<file path="config.mk">
export PLATFORM = sky130hd
export DESIGN_NAME = mbs_cell
export DESIGN_NICKNAME = d
export VERILOG_FILES = /design/src/rtl/mbs_pkg.sv /design/src/rtl/mbs_cell.sv
export SDC_FILE = /design/constraint.sdc
export NUM_CORES = 1
export LEC_CHECK = 0
export ABC_AREA = 1
export CAP_MARGIN = 10
export CORE_MARGIN = 2
export CORE_UTILIZATION = 29
export CTS_BUF_LIST = sky130_fd_sc_hd__clkbuf_8 sky130_fd_sc_hd__clkbuf_16
export DETAILED_ROUTE_END_ITERATION = 12
export DONT_BUFFER_PORTS = 1
export PLACE_DENSITY = 0.55
export SLEW_MARGIN = 30
export SYNTH_ARGS = -nofsm -noshare
export SYNTH_HDL_FRONTEND = slang
export SYNTH_SLANG_ARGS = --single-unit
</file>
<file path="constraint.sdc">
create_clock -name clk_i -period 2.2 [get_ports clk_i]
set_input_delay 0.44 -clock clk_i [delete_from_list [all_inputs] [get_ports clk_i]]
set_output_delay 0.44 -clock clk_i [all_outputs]
set_load 0.005 [all_outputs]
</file>
<file path="src/rtl/mbs_pkg.sv">
// Shared types and constants for the multiset bag store.
package mbs_pkg;

  localparam int CAPACITY_DEF   = 64;
  localparam int ITEM_WIDTH_DEF = 32;
  localparam int IN_VALUE_W     = 32;
  localparam int FIELD_W        = 7;
  localparam int OUT_DATA_W     = 16;

  typedef enum logic [1:0] {
    REQ_ADD    = 2'd0,
    REQ_REMOVE = 2'd1,
    REQ_QUERY  = 2'd2,
    REQ_CLEAR  = 2'd3
  } req_e;

  // Control part of the request token that walks down the cell chain.
  typedef struct packed {
    logic valid;
    req_e op;
    logic found;
  } tok_ctrl_t;

endpackage

</file>
<file path="src/rtl/mbs_cell.sv">
// One storage cell of the bag chain: holds an entry and forwards the request token.
module mbs_cell import mbs_pkg::*; #(
  parameter int ITEM_WIDTH = ITEM_WIDTH_DEF,
  parameter int CNT_W      = 7,
  parameter int INDEX      = 0
) (
  input  logic                  clk_i,
  input  logic                  rst_ni,
  input  logic [CNT_W-1:0]      count_i,
  input  tok_ctrl_t             tok_ctrl_i,
  input  logic [ITEM_WIDTH-1:0] tok_value_i,
  input  logic [CNT_W-1:0]      tok_match_i,
  input  logic [ITEM_WIDTH-1:0] nbr_value_i,
  output tok_ctrl_t             tok_ctrl_o,
  output logic [ITEM_WIDTH-1:0] tok_value_o,
  output logic [CNT_W-1:0]      tok_match_o,
  output logic [ITEM_WIDTH-1:0] value_o
);

  localparam logic [CNT_W-1:0] Idx = CNT_W'(INDEX);

  logic [ITEM_WIDTH-1:0] value_q, value_d;
  tok_ctrl_t             tok_ctrl_q, tok_ctrl_d;
  logic [ITEM_WIDTH-1:0] tok_value_q;
  logic [CNT_W-1:0]      tok_match_q, tok_match_d;
  logic                  hit;

  assign hit = tok_ctrl_i.valid && (Idx < count_i) && (value_q == tok_value_i);

  always_comb begin
    value_d = value_q;
    if (tok_ctrl_i.valid && tok_ctrl_i.op == REQ_ADD && Idx == count_i) begin
      value_d = tok_value_i;
    end else if (tok_ctrl_i.valid && tok_ctrl_i.op == REQ_REMOVE &&
                 (tok_ctrl_i.found || hit)) begin
      // close the gap: take the upper neighbor's entry
      value_d = nbr_value_i;
    end
  end

  always_comb begin
    tok_ctrl_d       = tok_ctrl_i;
    tok_ctrl_d.found = tok_ctrl_i.found | hit;
    tok_match_d      = tok_match_i + CNT_W'(hit);
  end

  always_ff @(posedge clk_i or negedge rst_ni) begin
    if (!rst_ni) begin
      tok_ctrl_q <= '0;
    end else begin
      tok_ctrl_q <= tok_ctrl_d;
    end
  end

  always_ff @(posedge clk_i) begin
    value_q     <= value_d;
    tok_value_q <= tok_value_i;
    tok_match_q <= tok_match_d;
  end

  assign tok_ctrl_o  = tok_ctrl_q;
  assign tok_value_o = tok_value_q;
  assign tok_match_o = tok_match_q;
  assign value_o     = value_q;

endmodule

</file>
Word level (Yosys, flattened, before mapping):

Index checks and enable logic that the tools add are counted.

* memories kept: 0
* register bits: 75
* memory bits (writable): 0
* bits in read-only memories: 0
* bits in latches: 0

* $lt $le $gt $ge: 1
* bitwise operators: 1
* shift operators: 0
* multipliers: 0
* reductions and logical operators: 10
* divide/modulo/power cells: 0
* equality and inequality tests: 2
* mux-type cells: 2
* add/sub/neg operators: 1

Operators with widths (number)
* two-way mux 32 bit: 2
* == test 32 bit: 1
* adder 7 x 1 -> 7 bit: 1
* logical NOT 7 bit: 1
* less-than comparator 1 x 7 -> 1 bit, first input constant: 1
* logical AND 1 bit: 6
* == test 2 x 1 -> 1 bit, second input constant: 1
* logical NOT 2 bit: 1
* nonzero test 2 bit: 1
* logical OR 1 bit: 1
* OR 1 bit: 1

Logic depth before layout (Yosys ltp):

* depth in word-level cells: 7
* depth in mapped cells: 14
* depth with buffers taken out: 14

Worst setup path after synthesis:

Ideal clock, no wire load.

* kind: input to register
* start: input tok_value_i[31]
* end: register value_q[0], in the netlist value_o[0] (enable)
* required time: 1.811 ns
* arrival: 1.762 ns
* slack: 0.048 ns
* stages: 11
* cell sequence: inv_1 > nor2_1 > nor2_1 > nand2_1 > nor2_1 > nand2_1 > nor2_1 > nand3_1 > nand2_1 > nand2_1 > nand2_1

* longest elaborated chain between the ends: 5

RTL lines
* start: declaration: RTL line mbs_cell.sv:11 `input logic [ITEM_WIDTH-1:0] tok_value_i,`
* == test 32 bit: RTL line mbs_cell.sv:28 `assign hit = tok_ctrl_i.valid && (Idx < count_i) && (value_q == tok_value_i);`
* logical AND 1 bit: RTL line mbs_cell.sv:28
* logical OR 1 bit: RTL line mbs_cell.sv:35 `(tok_ctrl_i.found || hit)) begin`
* logical AND 1 bit: RTL line mbs_cell.sv:34 `end else if (tok_ctrl_i.valid && tok_ctrl_i.op == REQ_REMOVE &&`
* nonzero test 2 bit (no line)
* end signal: assignment: RTL line mbs_cell.sv:56 `value_q <= value_d;`
* end: declaration: RTL line mbs_cell.sv:22 `logic [ITEM_WIDTH-1:0] value_q, value_d;`

No other way between the ends.
A chain may end at the register's enable or synchronous reset.

Worst setup path after layout:

* start: register value_q[16], in the netlist value_o[16]
* end: register tok_match_q[6], in the netlist tok_match_o[6]

* longest elaborated chain between the ends: 3

RTL lines
* == test 32 bit: RTL line mbs_cell.sv:28
* logical AND 1 bit: RTL line mbs_cell.sv:28
* adder 7 x 1 -> 7 bit: RTL line mbs_cell.sv:44 `tok_match_d = tok_match_i + CNT_W'(hit);`
* via tok_match_d[6]: RTL line mbs_cell.sv:25 `logic [CNT_W-1:0] tok_match_q, tok_match_d;`
* end signal: assignment: RTL line mbs_cell.sv:58 `tok_match_q <= tok_match_d;`
* end: declaration: RTL line mbs_cell.sv:25

The timed path passes the listed nets, and every way through them passes these cells.

==> summary.md <==
| Metric | Value |
|---|---|
| Run status | `complete, no violations` |
| Num ports | `159` |
| Crit start category | `flip-flop` |
| Ys Warns | `0` |
| Critical Path AT | `between 2 and 2.5 ns` |
| Sequential group share of total power | `0.579` |
| Final worst setup slack | `~0.11 ns` |
| Global-route wire length before repair | `12.59 mm` |
| Die W | `~110 µm` |
| Slowest cell on crit path | `edfxtp_1` |
| CP max FO | `2` |
| DRC viols | `0` |
| DRT met1 WL | `3.471 mm` |
| Clock share of power | `0.348` |
| Buf/Inv on CP | `0` |
| Post-synthesis adder-cell area fraction | `0.007886` |
| R2R setup slack | `approximately 0.11 ns` |
| Synth cell types | `26` |
| Post-synthesis simple-gate area fraction | `0.2106` |
| Hpwl dp | `between 6 and 7 mm` |
| DR WL met3 | `between 1 and 1.5 mm` |
| Vias | `2336` |
| Antenna violations before repair | `0` |
| Height of the die | `108.6 µm` |
| Filler cells | `between 1k and 1.5k` |
| Worst-margin pin slew | `0.3353 ns` |
| HP Class | `in -> reg` |
| Unrepaired setup endpoints after global routing | `yes` |
| Worst Setup Path Type | `reg -> reg` |
| Critical Path End Type | `flip-flop` |
| Post-Syn Instances | `349` |
| Fin Hold WS | `0.09271 ns` |
| Final Skew | `approximately 0.0090 ns` |
| Proportion of netlist area held by the largest area contributor | `0.3028` |
| Synth Area in Compound Gates | `0.04890` |
| Vias in the first global route | `~2.4k` |
| Cell family with most CP delay | `simple AND/OR/NAND/NOR gates` |
| CTS Buf Count | `9` |
| Total Power | `2.683 mW` |
| Clock Path Buffers | `2` |
| Crit path from | `value_o[16]$_DFFE_PP_` |
| All-Layer GR Usage | `0.1480` |
| Hold Fails Final Rpt | `0` |
| Initial DRC count | `109` |
| Synth Area in XOR/XNOR | `0.04416` |
| Post-route ant nets | `0` |
| Synth area leaders | `edfxtp_1, dfxtp_1, nand2_1, inv_1, nor2_1` |
| LEAKAGE | `1.729 nW` |
| Rel. slew slack | `0.7749` |
| Area grow syn2layout | `19.05%` |
| Nets@finish | `464` |
| MaxCap Viol Count | `0` |
| Power Density | `710.3 nW/µm²` |
| Clk slew on worst S/H paths | `0.07 ns` |
| Critical R2R Capture | `tok_match_o[6]$_DFF_P_` |
| Post-synth top area cell | `edfxtp_1` |
| Final setup fails | `0` |
| Period utilization | `0.9481` |
| Critical path destination | `tok_match_o[6]$_DFF_P_` |
| Internal power | `2.054 mW` |
| Avg Inst Size Synth | `9.092 µm²` |
| Max Used Layer | `met4` |
| N_diodes | `0` |
| Initial core utilization | `0.2953` |
| Layout cell share with drive strength beyond 1 | `0.1723` |
| Most common cell in the netlist | `nand2_1` |
| Critical Path Stages | `12` |
| Net Switching | `roughly 630 µW` |
| Netlist Area Pre-Place | `3173 µm²` |
| Clock Sinks | `75` |
| Seq/Total Area, Yosys | `0.5804` |
| Top FF cell, synth | `dfxtp_1` |
| Final Routed Wirelength | `between 8 and 9 mm` |
| Layout Cells excl Fill | `roughly 520` |
| DR vias/cell | `4.467` |
| Crit path cell chain | `xor2_2 > nor2_1 > nand2_1 > nor3_2 > nand3_1 > nor2_2 > ha_2 > ha_4 > nand3_4 > nor2_2 > nand2_1 > xnor2_1` |
| CTS tree | `done` |
| Post-synth EDFFs | `32` |
| Max VDD drop | `0.3066 mV` |
| Yosys reg bits | `75` |
| GP Congestion | `0.7788` |
| Gr ovfl total | `0` |
| Switching share of total power | `0.2344` |
| Reg2reg start | `value_o[16]$_DFFE_PP_` |
| CORE AREA | `10750 µm²` |
| Critical Path RT | `2.46 ns` |
| Met2 WL post-DR | `3.794 mm` |
| Post-synth top cells | `nand2_1, inv_1, dfxtp_1` |
| CP peak stage delay | `between 0.4 and 0.5 ns` |
| Routed wire per std cell | `around 16 µm` |
| Placement Rows | `38` |
| Initial DRT Pass Iterations | `4` |
| Largest net degree at the start of global routing | `36` |
| Core Util, Final | `0.3515` |
| Worst skew pair latency | `0.37 ns` |
| Die Area | `11790 µm²` |
| Max Slew Vio Count | `0` |
| Dpl cells | `just over 500` |
| Worst slack, placed | `-0.0005365 ns` |
| Syn_nets | `435` |
| FMAX | `479.4 MHz` |
| Final worst path period need | `2.086 ns` |
| Mux share of post-synthesis cell area | `0.03549` |
| Comb pwr share | `0.073` |
| Largest family of logic cells by synthesized area | `simple AND/OR/NAND/NOR gates` |
| IO buf count | `0` |
| CTS root buffer | `clkbuf_8` |
| Reg2reg path depth | `12` |
| H-tree Lvls | `3` |
| Async SR Flop Fraction | `0.05333` |
## layout make-up
cell class                      instances  area [µm²]  share of cell area
Clock inverter                          5       18.77            0.004969
Clock buffer                           11       151.4             0.04008
Sequential cell                        75        1842              0.4876
Inverter                               50       187.7             0.04969
Timing Repair Buffer                   24       207.7             0.05499
Multi-Input combinational cell        218        1195              0.3163
Tap cell                              140       175.2             0.04637
## per-layer routing
metal,track usage,up-vias
li1,-,1162
met1,0.1718,1053
met2,0.2246,109
met3,0.08198,12
met4,0.06319,0
met5,0,-
## repair_timing
item / in CTS / in global routing
gates resized for setup: 1 / 16
hold endpoints to repair: 4 / 0
buffers inserted: 0 / 3
hold buffers: 1 / 0
pin swaps: 0 / 11
cloned: 0 / 0
setup endpoints to repair: 2 / 35
## per-stage QoR
stage	cell area [µm²]	setup TNS [ns]
after floorplan	3173	0
after global placement	3483	0
after detailed placement	3483	-0.0005365
after CTS	3669	0
after global routing	3777	-0.1086
final	3777	0
## cell usage in the layout (no fill, tap or decap), types with 4 or more instances in the layout
cell and n:
buf_4 21, dfxtp_1 39, mux2_2 6, o21ai_0 21, nand3_1 9, xnor2_2 4
clkbuf_8 11, xnor2_1 6, nand2_2 4, nor2_1 29, inv_1 55, edfxtp_1 32
dfrtp_1 4, o21ai_1 10, nand4_1 5, or2_2 5, xor2_1 5, nand2_1 95
## power groups by stage
stage | sequential [mW] | clock, mW | combinational, mW
2_1_floorplan | 1.58 | 0 | 0.128
3_3_place_gp | 1.58 | 0 | 0.186
3_5_place_dp | 1.59 | 0 | 0.188
4_1_cts | 1.55 | 0.972 | 0.193
5_1_grt | 1.56 | 1.03 | 0.226
6_report | 1.55 | 0.934 | 0.196
## worst min-delay path by stage
stage	from	to	cells after the start
floorplan	rst_ni	tok_ctrl_o[0]$_DFF_PN0_	0
global placement	rst_ni	tok_ctrl_o[2]$_DFF_PN0_	0
detailed placement	rst_ni	tok_ctrl_o[2]$_DFF_PN0_	0
CTS	tok_value_i[2]	tok_value_o[2]$_DFF_P_	0
global route	tok_value_i[2]	tok_value_o[2]$_DFF_P_	0
finish	tok_value_i[2]	tok_value_o[2]$_DFF_P_	0
## kinds of logic after synthesis
kind of cell             count (synthesis)
AO/OA/AOI/OAI                           31
XOR/XNOR                                16
adder cells (fa/ha/maj)                  2
buffers and inverters                   56
flip-flops                              75
multiplexers                             9
AND/OR/NAND/NOR                        160
## sequential cells by signal, summed over array words and instances, names as in the netlist
name and flops:
tok_match_o 7, tok_value_o 32, value_o 32, tok_ctrl_o 4
Power figures use the tool's default switching activity.
